File: config.mk
export PLATFORM = sky130hd
export DESIGN_NAME = shift_register_display_driver
export DESIGN_NICKNAME = d
export VERILOG_FILES = /design/src/srdd_pkg.sv /design/src/shift_register_display_driver.sv /design/src/srdd_dp.sv /design/src/srdd_ctrl.sv
export VERILOG_INCLUDE_DIRS = /design/src /design/src/src
export SDC_FILE = /design/constraint.sdc
export NUM_CORES = 1
export LEC_CHECK = 0
export BUFFER_PORTS_ARGS = -buffer_cell sky130_fd_sc_hd__buf_2
export CORE_MARGIN = 2
export CORE_UTILIZATION = 54
export DETAILED_ROUTE_END_ITERATION = 10
export PLACE_DENSITY = 0.8
export SYNTH_ARGS = -nofsm -noshare
export SYNTH_HDL_FRONTEND = slang
export SYNTH_SLANG_ARGS = --single-unit
File: constraint.sdc
create_clock -name i_clk -period 5.96 [get_ports i_clk]
set_clock_uncertainty 0.1 [all_clocks]
set_input_delay 0.596 -clock i_clk [delete_from_list [all_inputs] [get_ports i_clk]]
set_output_delay 0.596 -clock i_clk [all_outputs]
set_load 0.05 [all_outputs]
File: src/shift_register_display_driver_assert.svh
//------------------------------------------------------------------------------
// Assertion macros for the shift register display driver
// Shared property forms, clocked on i_clk and disabled while i_rst_n is low.
//------------------------------------------------------------------------------
`ifndef SHIFT_REGISTER_DISPLAY_DRIVER_ASSERT_SVH
`define SHIFT_REGISTER_DISPLAY_DRIVER_ASSERT_SVH

// The consequent must hold in the same cycle as the antecedent.
`define SRDD_ASSERT_SAME(lbl, ante, cons) \
    lbl: assert property (@(posedge i_clk) disable iff (!i_rst_n) (ante) |-> (cons)) \
        else $error("srdd assertion failed");

// The consequent must hold in the cycle after the antecedent.
`define SRDD_ASSERT_NEXT(lbl, ante, cons) \
    lbl: assert property (@(posedge i_clk) disable iff (!i_rst_n) (ante) |=> (cons)) \
        else $error("srdd assertion failed");

`endif

File: src/srdd_pkg.sv
//------------------------------------------------------------------------------
// srdd_pkg
// Types, constants and segment/bar encoders for the shift register display
// driver.
//------------------------------------------------------------------------------
`default_nettype none

package srdd_pkg;

    // Chain length as built, limited to the range the chain word supports.
    localparam int ChainBits   = 32;
    localparam int ChainWordW  = 32;
    localparam int ChainLen    = (ChainBits < 8) ? 8 : ((ChainBits > 32) ? 32 : ChainBits);
    localparam int PosW        = 5;
    localparam int HalfW       = 16;
    localparam int ApbAddrW    = 3;
    localparam int ApbDataW    = 32;

    localparam logic [HalfW-1:0] HalfPeriodReset = 16'd100;
    localparam logic [0:0]       RegHalfPeriod   = 1'b0;

    typedef enum logic [1:0] {
        OP_DIGIT = 2'd0,
        OP_BAR   = 2'd1,
        OP_SEND  = 2'd2,
        OP_NONE  = 2'd3
    } t_op;

    typedef enum logic [2:0] {
        ST_IDLE,
        ST_SETUP,
        ST_SCLK_HI,
        ST_PUSH,
        ST_SCLK_LO,
        ST_LATCH
    } t_state;

    typedef struct packed {
        logic set_digit;
        logic set_bar;
        logic load_word;
        logic load_timer;
        logic push;
        logic next_bit;
    } t_cmd;

    typedef struct packed {
        logic timer_done;
        logic slot_free;
        logic last_pos;
    } t_status;

    // Active-low seven-segment pattern; digits above nine show a nine.
    function automatic logic [7:0] seg_pattern(input logic [3:0] digit);
        logic [7:0] pat;
        case (digit)
            4'd0:    pat = 8'b1100_0000;
            4'd1:    pat = 8'b1111_1001;
            4'd2:    pat = 8'b1010_0100;
            4'd3:    pat = 8'b1011_0000;
            4'd4:    pat = 8'b1001_1001;
            4'd5:    pat = 8'b1001_0010;
            4'd6:    pat = 8'b1000_0010;
            4'd7:    pat = 8'b1111_1000;
            4'd8:    pat = 8'b1000_0000;
            default: pat = 8'b1001_1000;
        endcase
        return pat;
    endfunction

    // Mask of n low ones, all ones from eight upward.
    function automatic logic [7:0] bar_mask(input logic [3:0] len);
        logic [8:0] ones;
        ones = (9'd1 << len[2:0]) - 9'd1;
        return len[3] ? 8'hFF : ones[7:0];
    endfunction

endpackage

`default_nettype wire

File: src/shift_register_display_driver.sv
// Set-digit and set-bar items are accepted in the idle state only and leave the block idle.
// A send produces one result per chain bit; each bit passes through setup, shift clock high,
// push and shift clock low; setup and both shift clock phases are timed by H, the half
// period register, and the push waits while a stalled consumer holds the result slot.
// A send keeps the block busy through every chain bit and the latch phase that follows.
// Synchronous active-low reset clears the display word and sets H to 100.
//------------------------------------------------------------------------------
// shift_register_display_driver
// Top level: APB half period register, controller and datapath.
//------------------------------------------------------------------------------
`default_nettype none

module shift_register_display_driver (
    input  wire logic                             i_clk,
    input  wire logic                             i_rst_n,
    input  wire logic                             i_valid,
    output      logic                             o_ready,
    input  wire logic [1:0]                       i_operation,
    input  wire logic [3:0]                       i_digit_value,
    input  wire logic [3:0]                       i_bar_length,
    input  wire logic [15:0]                      i_extra_bits,
    output      logic                             o_valid,
    input  wire logic                             i_ready,
    output      logic                             o_serial_bit,
    output      logic [4:0]                       o_bit_position,
    output      logic                             o_last_bit,
    input  wire logic                             psel,
    input  wire logic                             penable,
    input  wire logic                             pwrite,
    input  wire logic [srdd_pkg::ApbAddrW-1:0]    paddr,
    input  wire logic [srdd_pkg::ApbDataW-1:0]    pwdata,
    output      logic [srdd_pkg::ApbDataW-1:0]    prdata,
    output      logic                             pready
);

    logic [srdd_pkg::HalfW-1:0] r_half_period;
    logic                       reg_hit;
    srdd_pkg::t_cmd             cmd;
    srdd_pkg::t_status          status;

    assign pready  = 1'b1;
    assign reg_hit = (paddr[2:2] == srdd_pkg::RegHalfPeriod);

    // A written zero is stored as one.
    always_ff @(posedge i_clk) begin
        if (!i_rst_n) begin
            r_half_period <= srdd_pkg::HalfPeriodReset;
        end else if (psel && penable && pwrite && reg_hit) begin
            r_half_period <= (pwdata[15:0] == '0) ? 16'd1 : pwdata[15:0];
        end
    end

    always_comb begin
        prdata = '0;
        if (reg_hit) begin
            prdata = {16'd0, r_half_period};
        end
    end

    srdd_ctrl u_ctrl (
        .i_clk       (i_clk),
        .i_rst_n     (i_rst_n),
        .i_valid     (i_valid),
        .i_operation (i_operation),
        .o_ready     (o_ready),
        .o_cmd       (cmd),
        .i_status    (status)
    );

    srdd_dp u_dp (
        .i_clk          (i_clk),
        .i_rst_n        (i_rst_n),
        .i_cmd          (cmd),
        .o_status       (status),
        .i_digit_value  (i_digit_value),
        .i_bar_length   (i_bar_length),
        .i_extra_bits   (i_extra_bits),
        .i_half_period  (r_half_period),
        .i_ready        (i_ready),
        .o_valid        (o_valid),
        .o_serial_bit   (o_serial_bit),
        .o_bit_position (o_bit_position),
        .o_last_bit     (o_last_bit)
    );

endmodule

`default_nettype wire

File: src/srdd_dp.sv
//------------------------------------------------------------------------------
// srdd_dp
// Datapath: display word, chain word, bit position, phase timer and the
// output register of the result channel.
//------------------------------------------------------------------------------
`default_nettype none

module srdd_dp (
    input  wire logic                          i_clk,
    input  wire logic                          i_rst_n,
    input  wire srdd_pkg::t_cmd                i_cmd,
    output      srdd_pkg::t_status             o_status,
    input  wire logic [3:0]                    i_digit_value,
    input  wire logic [3:0]                    i_bar_length,
    input  wire logic [15:0]                   i_extra_bits,
    input  wire logic [srdd_pkg::HalfW-1:0]    i_half_period,
    input  wire logic                          i_ready,
    output      logic                          o_valid,
    output      logic                          o_serial_bit,
    output      logic [srdd_pkg::PosW-1:0]     o_bit_position,
    output      logic                          o_last_bit
);

    logic [15:0]                       r_display_word;
    logic [srdd_pkg::ChainWordW-1:0]   r_chain_word;
    logic [srdd_pkg::PosW-1:0]         r_bit_pos;
    logic [srdd_pkg::HalfW-1:0]        r_timer;
    logic                              r_out_valid;
    logic                              r_out_bit;
    logic [srdd_pkg::PosW-1:0]         r_out_pos;
    logic                              r_out_last;

    always_comb begin
        o_status.timer_done = (r_timer == '0);
        o_status.slot_free  = !r_out_valid || i_ready;
        o_status.last_pos   = (r_bit_pos == '0);
    end

    always_ff @(posedge i_clk) begin
        if (!i_rst_n) begin
            r_display_word <= '0;
        end else if (i_cmd.set_digit) begin
            r_display_word[7:0] <= srdd_pkg::seg_pattern(i_digit_value);
        end else if (i_cmd.set_bar) begin
            r_display_word[15:8] <= srdd_pkg::bar_mask(i_bar_length);
        end
    end

    always_ff @(posedge i_clk) begin
        if (!i_rst_n) begin
            r_bit_pos <= '0;
        end else if (i_cmd.load_word) begin
            r_bit_pos <= srdd_pkg::PosW'(srdd_pkg::ChainLen - 1);
        end else if (i_cmd.next_bit) begin
            r_bit_pos <= r_bit_pos - 1'b1;
        end
    end

    always_ff @(posedge i_clk) begin
        if (i_cmd.load_word) begin
            r_chain_word <= {i_extra_bits, r_display_word};
        end
    end

    // Counts down the cycles of one phase; zero marks the last cycle.
    always_ff @(posedge i_clk) begin
        if (!i_rst_n) begin
            r_timer <= '0;
        end else if (i_cmd.load_timer) begin
            r_timer <= i_half_period - 1'b1;
        end else if (r_timer != '0) begin
            r_timer <= r_timer - 1'b1;
        end
    end

    always_ff @(posedge i_clk) begin
        if (!i_rst_n) begin
            r_out_valid <= 1'b0;
        end else if (i_cmd.push) begin
            r_out_valid <= 1'b1;
        end else if (i_ready) begin
            r_out_valid <= 1'b0;
        end
    end

    always_ff @(posedge i_clk) begin
        if (i_cmd.push) begin
            r_out_bit  <= r_chain_word[r_bit_pos];
            r_out_pos  <= r_bit_pos;
            r_out_last <= (r_bit_pos == '0);
        end
    end

    assign o_valid        = r_out_valid;
    assign o_serial_bit   = r_out_bit;
    assign o_bit_position = r_out_pos;
    assign o_last_bit     = r_out_last;

`include "shift_register_display_driver_assert.svh"

    `SRDD_ASSERT_SAME(a_last_is_pos_zero, r_out_valid && r_out_last, r_out_pos == '0)
    `SRDD_ASSERT_NEXT(a_push_fills_slot, i_cmd.push, r_out_valid)
    `SRDD_ASSERT_SAME(a_pos_in_chain, 1'b1, r_bit_pos <= srdd_pkg::PosW'(srdd_pkg::ChainLen - 1))

endmodule

`default_nettype wire

File: src/srdd_ctrl.sv
//------------------------------------------------------------------------------
// srdd_ctrl
// Controller: sequences setup, shift clock high, result push, shift clock low
// for every chain bit, then the latch phase.
//------------------------------------------------------------------------------
`default_nettype none

module srdd_ctrl (
    input  wire logic               i_clk,
    input  wire logic               i_rst_n,
    input  wire logic               i_valid,
    input  wire logic [1:0]         i_operation,
    output      logic               o_ready,
    output      srdd_pkg::t_cmd     o_cmd,
    input  wire srdd_pkg::t_status  i_status
);

    srdd_pkg::t_state r_state;
    srdd_pkg::t_state n_state;
    srdd_pkg::t_op    op;
    logic             accept;

    assign op     = srdd_pkg::t_op'(i_operation);
    assign accept = (r_state == srdd_pkg::ST_IDLE) && i_valid;

    always_ff @(posedge i_clk) begin
        if (!i_rst_n) begin
            r_state <= srdd_pkg::ST_IDLE;
        end else begin
            r_state <= n_state;
        end
    end

    always_comb begin
        n_state = r_state;
        case (r_state)
            srdd_pkg::ST_IDLE: begin
                if (accept && op == srdd_pkg::OP_SEND) begin
                    n_state = srdd_pkg::ST_SETUP;
                end
            end
            srdd_pkg::ST_SETUP: begin
                if (i_status.timer_done) begin
                    n_state = srdd_pkg::ST_SCLK_HI;
                end
            end
            srdd_pkg::ST_SCLK_HI: begin
                if (i_status.timer_done) begin
                    n_state = srdd_pkg::ST_PUSH;
                end
            end
            srdd_pkg::ST_PUSH: begin
                if (i_status.slot_free) begin
                    n_state = srdd_pkg::ST_SCLK_LO;
                end
            end
            srdd_pkg::ST_SCLK_LO: begin
                if (i_status.timer_done) begin
                    n_state = i_status.last_pos ? srdd_pkg::ST_LATCH : srdd_pkg::ST_SETUP;
                end
            end
            srdd_pkg::ST_LATCH: begin
                if (i_status.timer_done) begin
                    n_state = srdd_pkg::ST_IDLE;
                end
            end
            default: begin
                n_state = srdd_pkg::ST_IDLE;
            end
        endcase
    end

    always_comb begin
        o_cmd   = '0;
        o_ready = 1'b0;
        case (r_state)
            srdd_pkg::ST_IDLE: begin
                o_ready          = 1'b1;
                o_cmd.set_digit  = accept && op == srdd_pkg::OP_DIGIT;
                o_cmd.set_bar    = accept && op == srdd_pkg::OP_BAR;
                o_cmd.load_word  = accept && op == srdd_pkg::OP_SEND;
                o_cmd.load_timer = accept && op == srdd_pkg::OP_SEND;
            end
            srdd_pkg::ST_SETUP: begin
                o_cmd.load_timer = i_status.timer_done;
            end
            srdd_pkg::ST_SCLK_HI: begin
                o_cmd.load_timer = 1'b0;
            end
            srdd_pkg::ST_PUSH: begin
                // The low phase starts once the result has a place to go.
                o_cmd.push       = i_status.slot_free;
                o_cmd.load_timer = i_status.slot_free;
            end
            srdd_pkg::ST_SCLK_LO: begin
                o_cmd.load_timer = i_status.timer_done;
                o_cmd.next_bit   = i_status.timer_done && !i_status.last_pos;
            end
            srdd_pkg::ST_LATCH: begin
                o_cmd.load_timer = 1'b0;
            end
            default: begin
                o_cmd = '0;
            end
        endcase
    end

`include "shift_register_display_driver_assert.svh"

    `SRDD_ASSERT_NEXT(a_send_starts_setup, accept && op == srdd_pkg::OP_SEND, r_state == srdd_pkg::ST_SETUP)
    `SRDD_ASSERT_SAME(a_push_needs_slot, o_cmd.push, i_status.slot_free)
    `SRDD_ASSERT_SAME(a_latch_after_low, r_state == srdd_pkg::ST_LATCH, $past(r_state) == srdd_pkg::ST_SCLK_LO || $past(r_state) == srdd_pkg::ST_LATCH)

endmodule

`default_nettype wire

==> reports/metrics.csv, run 1 <==
metric;value;unit
Clock Latency Late Sink;0.36;ns
Clock H-tree levels;3;
post-synth cell types;63;
die height;97.49;um
RSZ-0062 raised after global routing;no;
Post-synth EDFFs;39;
# diodes;0;
1st-iter DRT viols;177;
Crit. End Element;flip-flop;
total number of vias;3515;
leading area contributor after synthesis;edfxtp_1;
num ports;110;
share of post-route cells with drive strength above 1;0.2140;
Initial Util;0.5492;
commonest non-fill, non-tap cell in the layout;buf_2;
Cells after Synth;465;
most frequent cells in the layout;buf_2 (74), dfxtp_1 (57), nand2_1 (44);
post-route setup TNS;0;ns
final-report setup violation count;0;
FFs w/ async S/R, synth;0;
Overall Global Routing Usage;0.2031;
f_max;0.2387;GHz
vias in the first global route;3318;
Pleak;1.992;nW
# fillers;722;
Pwr Density;341.6;nW/um^2
HP Class;in2reg;
DP Area;5057;sq um
Synth area leaders;edfxtp_1 (25%), dfxtp_1 (24%), mux4_2 (4.8%), xnor2_1 (3.7%), nand2_1 (3.5%);
Row Count;34;
crit-path max FO;8;
synth warn;0;
dominant synthesized flop cell;dfxtp_1;
Detailed Routing Iterations Pass 1;4;
Routed Antenna Nets;0;
crit path kind;reg2reg;
Max-slew headroom;0.3128;
synthesis-to-layout area growth;11.51;%
GPL Wtd Cong;0.8389;
# DRC;0;
I/O Buffers;74;
Routed WL;9462;um
initial antenna violation count;0;
final net count;600;
clk root buf;clkbuf_8;
Worst EP required;6.14;ns
CTS buffer count;9;
VDD IR max;174.4;uV
Syn Area/Cell;10.15;sq um
Hold Buf Count CTS;0;
CTS Sinks;96;
# resized after CTS;0;
Post-CTS Setup Repair Bufs;0;
Worst EP arrival;4.37;ns
DR WL/cell;14.88;um
Final Util;0.6124;
die area;9503;sq um
FF/Latch Area;2312;sq um
final worst path period share;0.7029;
synthesized area;4720;sq um
gr ovfl total;0;
Post-DP HPWL;6890;um
max_cap viols;0;
pin count of the biggest net entering global routing;36;
core area;8593;sq um
CTS tree;done;
first-pass GRT wire length;15460;um
CP Launch Type;flip-flop;
slew at the pin closest to its max-slew limit;1.021;ns
via-per-instance ratio;5.527;
Multi-input gate area;2183;sq um
r2r setup slk;1.77;ns
clock transition at the registers of the reported paths;0.10;ns
Final min period;4.189;ns
outcome;completed;
sequential area share after synthesis;0.4899;
FF+latch count, synth;96;
fin. max-slew vios;0;
CTS Buffer Depth;2;
area share of the largest cell type after synthesis;0.2481;
Die Wd;97.49;um
Hold Violations, Final;0;
Finished Cell Area;5263;sq um
worst hold margin;0.2900;ns
-- registers in the layout, indices dropped and copies added, names as in the netlist --
register / count
u_dp.o_last_bit: 1
u_dp.r_chain_word: 32
u_dp.r_display_word: 16
u_dp.r_bit_pos: 5
u_ctrl.r_state: 3
u_dp.o_serial_bit: 1
r_half_period: 16
u_dp.r_timer: 16
u_dp.o_valid: 1
u_dp.o_bit_position: 5
-- path summary, 6_finish.rpt --
check,from,to,cells past startpoint
setup / recovery,u_dp.r_timer[6],u_dp.r_timer[14],10
hold / removal,i_extra_bits[0],u_dp.r_chain_word[16],1
setup reg to reg,u_dp.r_timer[6],u_dp.r_timer[14],10
hold reg to reg,u_dp.r_display_word[10],u_dp.r_chain_word[10],0
-- where the power goes --
group	leakage, nW	switching [W]	internal [W]	total [W]
clock network	0.104	0.000232	0.000198	0.000430
logic	1.07	0.000297	0.000224	0.000521
registers	0.821	0.0000794	0.000767	0.000846
-- worst max-delay path, cell delays in order, from the launching register on --
cell	delay (ns)
dfxtp_1	0.35
or3_1	0.42
nor4b_2	0.66
a211o_1	0.35
mux2i_1	0.27
ha_1	0.28
or3b_2	0.52
or3_4	0.36
or4_4	0.42
xor2_1	0.17
a211oi_2	0.20
-- Yosys cell counts (5+ instances only) --
master     n
dfxtp_1   57
nand2_1   44
nor2_1    40
edfxtp_1  39
a21oi_1   32
clkbuf_1  21
nor2b_1   20
xnor2_1   20
buf_4     18
nor3_1    16
a211oi_1  14
nor4_1    11
xor2_1    11
inv_1     10
mux4_2    10
ha_1       9
nand3_1    9
o21ai_0    7
or3_1      6
a31oi_1    5
-- stage by stage --
step           cells  setup WS, ns  power, W
3_5_place_dp     620         1.784  0.001378
4_1_cts          636         1.756  0.001805
5_1_grt          636         1.567  0.001891
3_3_place_gp     620         1.852  0.001357
6_report         636         1.771  0.001797
2_1_floorplan    480         1.523  0.001276
-- cell families after synthesis --
kind of cell,share of synthesized area
buf+inv,0.06044
mux,0.05886
xor+xnor,0.05753
simple gates,0.1964
fa+ha+maj,0.02386
other cells,0.001591
flops,0.4899
compound gates,0.1114
-- area by class of cell --
type,instances,area share
multi-input combinational,329,0.4149
sequential,96,0.4394
clock buffer,9,0.02354
clock inverter,7,0.01545
timing repair buffer,76,0.07323
inverter,11,0.007846
tap,108,0.02568
-- layer usage --
layer | track usage | up-vias | part of all wire
li1 | - | 1756 | -
met1 | 0.2658 | 1645 | 0.44
met2 | 0.3273 | 95 | 0.48
met3 | 0.04029 | 19 | 0.045
met4 | 0.09188 | 0 | 0.026
met5 | 0 | - | 0
(Power assumes the default switching activity.)
==> run 2, diff against run 1 <==
clock period = 4 ns   (was 5.96 ns; I/O delays follow)
==> run 2 against run 1 <==
Count of clock-buffer cells in the layout unchanged. Clock power increased by 42%. Sequential share of layout area decreased by 0.64 points. Power increased by 51%. Global-route usage increased by 0.52 points. Sequential power increased by 48%. Die area unchanged. Core utilization increased by 0.90 points. Cell count increased by 1.6%. Critical path depth unchanged. Cell area increased by 1.5%.
==> reports/metrics.csv, run 2 (synthesis gave the netlist of run 1 again) <==
metric;value;unit;change
Max-slew headroom;0.2985;;-0.01429
DP Worst Slack;0.1940;ns;-1.589 ns
CTS tree;done;;
f_max;0.2659;GHz;+11%
1st-iter DRT viols;189;;+6.8%
I/O Buffers;74;;unchanged
pin count of the biggest net entering global routing;36;;unchanged
CTS Sinks;96;;unchanged
Post-CTS Setup Repair Bufs;0;;unchanged
Hold Buf Count CTS;0;;unchanged
clock transition at the registers of the reported paths;0.10;ns;about the same
die area;9503;sq um;unchanged
Crit path max-delay family;simple AND/OR/NAND/NOR gates;;
final worst path period share;0.9401;;+0.2373
GPL Wtd Cong;0.8417;;+0.33%
CP Launch Type;flip-flop;;
Worst EP required;4.18;ns;-1.96 ns
Post-DP HPWL;7166;um;+4.0%
final net count;610;;+1.7%
synthesis-to-layout area growth;13.15;%;
clk root buf;clkbuf_8;;
share of post-route cells with drive strength above 1;0.2342;;+0.02019
Pleak;2.024;nW;+1.6%
DR WL/cell;15.02;um;+0.98%
num ports;110;;unchanged
WP buf/inv;0;;unchanged
Die Wd;97.49;um;unchanged
via-per-instance ratio;5.502;;-0.46%
post-route setup TNS;0;ns;unchanged
Final min period;3.761;ns;-0.4286 ns
final-report setup violation count;0;;unchanged
# resized after CTS;0;;unchanged
Clock Latency Late Sink;0.37;ns;about the same
Hold Violations, Final;0;;unchanged
register bank with the most flops;u_dp.r_chain_word;;
Worst path max stage delay;0.51;ns;-0.15 ns
# fillers;711;;-1.5%
DP Area;5136;sq um;+1.6%
initial antenna violation count;0;;unchanged
total number of vias;3554;;+1.1%
Crit. End Element;flip-flop;;
crit-path max FO;5;;-3
CTS Buffer Depth;2;;unchanged
most frequent cells in the layout;buf_2 (74), dfxtp_1 (57), nand2_1 (44);;
outcome;completed;;
# diodes;0;;unchanged
vias in the first global route;3422;;+3.1%
Finished Cell Area;5340;sq um;+1.5%
commonest non-fill, non-tap cell in the layout;buf_2;;
Pwr Density;508.0;nW/um^2;+49%
VDD IR max;243.7;uV;+40%
slew at the pin closest to its max-slew limit;1.043;ns;+0.02124 ns
PnR worst setup slack;0.2394;ns;-1.531 ns
CTS buffer count;9;;unchanged
RSZ-0062 raised after global routing;no;;
Row Count;34;;unchanged
CP Cell Sequence;or3_1 -> nor4b_2 -> a211o_1 -> mux2i_1 -> ha_1 -> or3b_2 -> or3_4 -> or4_4 -> xor2_1 -> a211oi_2;;
Routed WL;9705;um;+2.6%
die height;97.49;um;unchanged
Largest register FFs;32;;unchanged
HP Class;in2reg;;
Clock H-tree levels;3;;unchanged
first-pass GRT wire length;16050;um;+3.8%
crit path kind;reg2reg;;
Detailed Routing Iterations Pass 1;4;;unchanged
Routed Antenna Nets;0;;unchanged
Initial Util;0.5492;;unchanged
Overall Global Routing Usage;0.2083;;+0.005177
core area;8593;sq um;unchanged
gr ovfl total;0;;unchanged
Worst EP arrival;3.94;ns;-0.43 ns
fin. max-slew vios;0;;unchanged
# DRC;0;;unchanged
max_cap viols;0;;unchanged
Worst path slowest cell;or3b_2;;
[run 2: worst reg2reg max path: cells and delay by family, from the launching register on]
kind	cells	cell delay, ns
compound gates	2	0.51
xor+xnor	1	0.16
fa+ha+maj	1	0.21
flops	1	0.36
mux	1	0.30
simple gates	5	2.04
[run 2: per-stage QoR]
step	hold slack [ns]	utilization	total power [W]	std cells
global route	0.08771	0.6214	0.002851	646
finish	0.1003	0.6214	0.002713	646
CTS	0.09068	0.6207	0.002713	646
floorplan	0.3030	-	0.001902	480
detailed placement	0.3169	0.5977	0.002108	630
global placement	0.3114	0.5977	0.002071	630
[run 2: layer usage]
layer,global-route usage,up-vias,part of all wire
li1,-,1785,-
met1,0.2627,1656,0.45
met2,0.3576,94,0.50
met3,0.03165,19,0.036
met5,0,-,0
met4,0.08654,0,0.022
[run 2: final timing paths]
path	startpoint	end	slack [ns]	depth (start not counted)
max	u_dp.r_timer[6]	u_dp.r_timer[14]	0.24	10
min	i_extra_bits[8]	u_dp.r_chain_word[24]	0.10	1
max reg2reg	u_dp.r_timer[6]	u_dp.r_timer[14]	0.24	10
min reg2reg	u_dp.r_display_word[14]	u_dp.r_chain_word[14]	0.34	0
[run 2: area by class of cell]
class | instances | area [sq um] | area share
clock inverter | 7 | 73.82 | 0.01382
tap | 108 | 135.1 | 0.02530
sequential | 96 | 2312 | 0.4330
multi-input combinational | 329 | 2190 | 0.4100
timing repair buffer | 86 | 460.4 | 0.08622
clock buffer | 9 | 123.9 | 0.02320
inverter | 11 | 45.04 | 0.008435
[run 2: report_power, final]
part           internal (W)  total (W)  switching, W
logic              0.000376   0.000849      0.000473
clock network      0.000245   0.000610      0.000365
registers           0.00114    0.00125      0.000112
total               0.00176    0.00271      0.000950
==> run 3, diff against run 2 <==
==> constraint.sdc (replaced) <==
create_clock -name i_clk -period 4 [get_ports i_clk]
set_clock_uncertainty 0.1 [all_clocks]
set_input_delay 0 -clock i_clk [delete_from_list [all_inputs] [get_ports i_clk]]
set_output_delay 0 -clock i_clk [all_outputs]
set_load 0.05 [all_outputs]
==> run 3 against run 2 <==
Core utilization is 5.4 points higher. Critical path type unchanged. Critical endpoint unchanged. Largest power group unchanged. Maximum frequency hardly changed. Register-to-register slack hardly changed. Clock power is 3.9% higher. Power is 2.0% higher.
==> reports/metrics.csv, run 3 (synthesis gave the netlist of run 1 again) <==
metric;value;unit;change
outcome;completed;;
core area;8593;sq um;unchanged
CTS Sinks;96;;unchanged
vias in the first global route;3791;;+11%
CTS buffer count;9;;unchanged
crit path kind;reg2reg;;
Worst EP required;4.19;ns;about the same
Hold Violations, Final;0;;unchanged
total number of vias;3879;;+9.1%
num ports;110;;unchanged
slew at the pin closest to its max-slew limit;1.068;ns;+0.02521 ns
Max-slew headroom;0.2816;;-0.01696
commonest non-fill, non-tap cell in the layout;buf_2;;
Routed WL;10830;um;+12%
# diodes;0;;unchanged
gr ovfl total;0;;unchanged
GPL Wtd Cong;0.8480;;+0.75%
CTS tree;done;;
share of post-route cells with drive strength above 1;0.2123;;-0.02187
via-per-instance ratio;5.605;;+1.9%
final-report setup violation count;0;;unchanged
initial antenna violation count;0;;unchanged
Die Wd;97.49;um;unchanged
clock transition at the registers of the reported paths;0.11;ns;about the same
Row Count;34;;unchanged
f_max;0.2657;GHz;about the same
Worst EP arrival;3.95;ns;about the same
CTS Buffer Depth;2;;unchanged
Routed Antenna Nets;0;;unchanged
final net count;656;;+7.5%
RSZ-0062 raised after global routing;no;;
Pwr Density;476.7;nW/um^2;-6.2%
Final min period;3.763;ns;+0.002665 ns
Initial Util;0.5492;;unchanged
most frequent cells in the layout;buf_2 (74), dfxtp_1 (57), dlygate4sd3_1 (47);;
DP Area;5129;sq um;-0.15%
DR WL/cell;15.64;um;+4.1%
Clock Latency Late Sink;0.37;ns;about the same
CP Launch Type;flip-flop;;
final non-filler cell total;692;;+7.1%
clk root buf;clkbuf_8;;
VDD IR max;235.9;uV;-3.2%
synthesis-to-layout area growth;22.99;%;
PnR worst setup slack;0.2368;ns;-0.002665 ns
Post-Place Cells;629;;-0.16%
WP buf/inv;0;;unchanged
I/O Buffers;74;;unchanged
fin. max-slew vios;0;;unchanged
Post-CTS Setup Repair Bufs;0;;unchanged
Clock H-tree levels;3;;unchanged
post-route setup TNS;0;ns;unchanged
HP Class;in2reg;;
# DRC;0;;unchanged
worst hold margin;0.01417;ns;-0.08612 ns
Post-DP HPWL;6870;um;-4.1%
Worst path slowest cell;or4_1;;
first-pass GRT wire length;18020;um;+12%
Largest register FFs;32;;unchanged
Detailed Routing Iterations Pass 1;5;;+1
max_cap viols;0;;unchanged
crit-path max FO;5;;unchanged
final worst path period share;0.9408;;about the same
Overall Global Routing Usage;0.2364;;+0.02811
CP Cell Sequence;or4_1 -> nor4_1 -> a211o_1 -> mux2i_1 -> ha_1 -> or3b_2 -> or3_4 -> or4_4 -> xor2_1 -> a211oi_2;;
pin count of the biggest net entering global routing;36;;unchanged
Crit. End Element;flip-flop;;
Worst path max stage delay;0.54;ns;+0.03 ns
register bank with the most flops;u_dp.r_chain_word;;
Crit path max-delay family;simple AND/OR/NAND/NOR gates;;
Finished Cell Area;5804;sq um;+8.7%
DP Worst Slack;0.2527;ns;+0.05871 ns
Pleak;2.223;nW;+9.8%
die height;97.49;um;unchanged
die area;9503;sq um;unchanged
1st-iter DRT viols;280;;+48%
run 3: cell types whose count changed in the layout (fill, tap and decap cells not counted), sizes merged:
| cell | delta |
|---|---|
| inv | +1 |
| clkinv | +1 |
| dlygate4sd3 | +47 |
| buf | -1 |
| clkinvlp | -2 |
run 3: area by class of cell:
cell class                      instances  area [sq um]
Clock inverter                          7         81.33
Inverter                               11         45.04
Tap cell                              108         135.1
Fill cell                             639          2789
Sequential cell                        96          2312
Clock buffer                            9         123.9
Timing Repair Buffer                  132         923.4
Multi-Input combinational cell        329          2183
run 3: metrics by stage:
stage                     power (W)  utilization
after floorplan            0.001902            -
after global placement     0.002072       0.5968
after detailed placement   0.002097       0.5968
after CTS                  0.002762       0.6755
after global routing       0.002921       0.6755
final                      0.002767       0.6755
run 3: power breakdown:
part | internal, W | leakage (nW) | total (W) | switching, W
clock network | 0.000252 | 0.104 | 0.000634 | 0.000381
logic | 0.000401 | 1.30 | 0.000880 | 0.000478
registers | 0.00114 | 0.821 | 0.00125 | 0.000111
run 3: final timing paths:
check	start	end	slack, ns	cells after the start
worst max register to register	u_dp.r_timer[0]	u_dp.r_timer[14]	0.24	10
worst max-delay path	u_dp.r_timer[0]	u_dp.r_timer[14]	0.24	10
worst min register to register	u_dp.r_display_word[14]	u_dp.r_chain_word[14]	0.34	0
worst min-delay path	i_digit_value[2]	u_dp.r_display_word[1]	0.01	5
run 3: repair_timing:
action / 4_1_cts / 5_1_grt
endpoints found under the hold margin: 45 / 0
gates resized for setup: 0 / 0
hold buffers: 47 / 0
run 3: layer usage:
metal | global-route usage | up-vias | share of wire
li1 | - | 1876 | -
met1 | 0.2897 | 1850 | 0.41
met2 | 0.4138 | 125 | 0.51
met3 | 0.03525 | 28 | 0.050
met4 | 0.1026 | 0 | 0.028
met5 | 0 | - | 0
run 3: worst register-to-register path, cell delays in order, from the launching register on:
cell and delay [ns]:
dfxtp_1 0.34, or4_1 0.54, nor4_1 0.27, a211o_1 0.29, mux2i_1 0.27, ha_1 0.20
or3b_2 0.50, or3_4 0.36, or4_4 0.42, xor2_1 0.16, a211oi_2 0.21
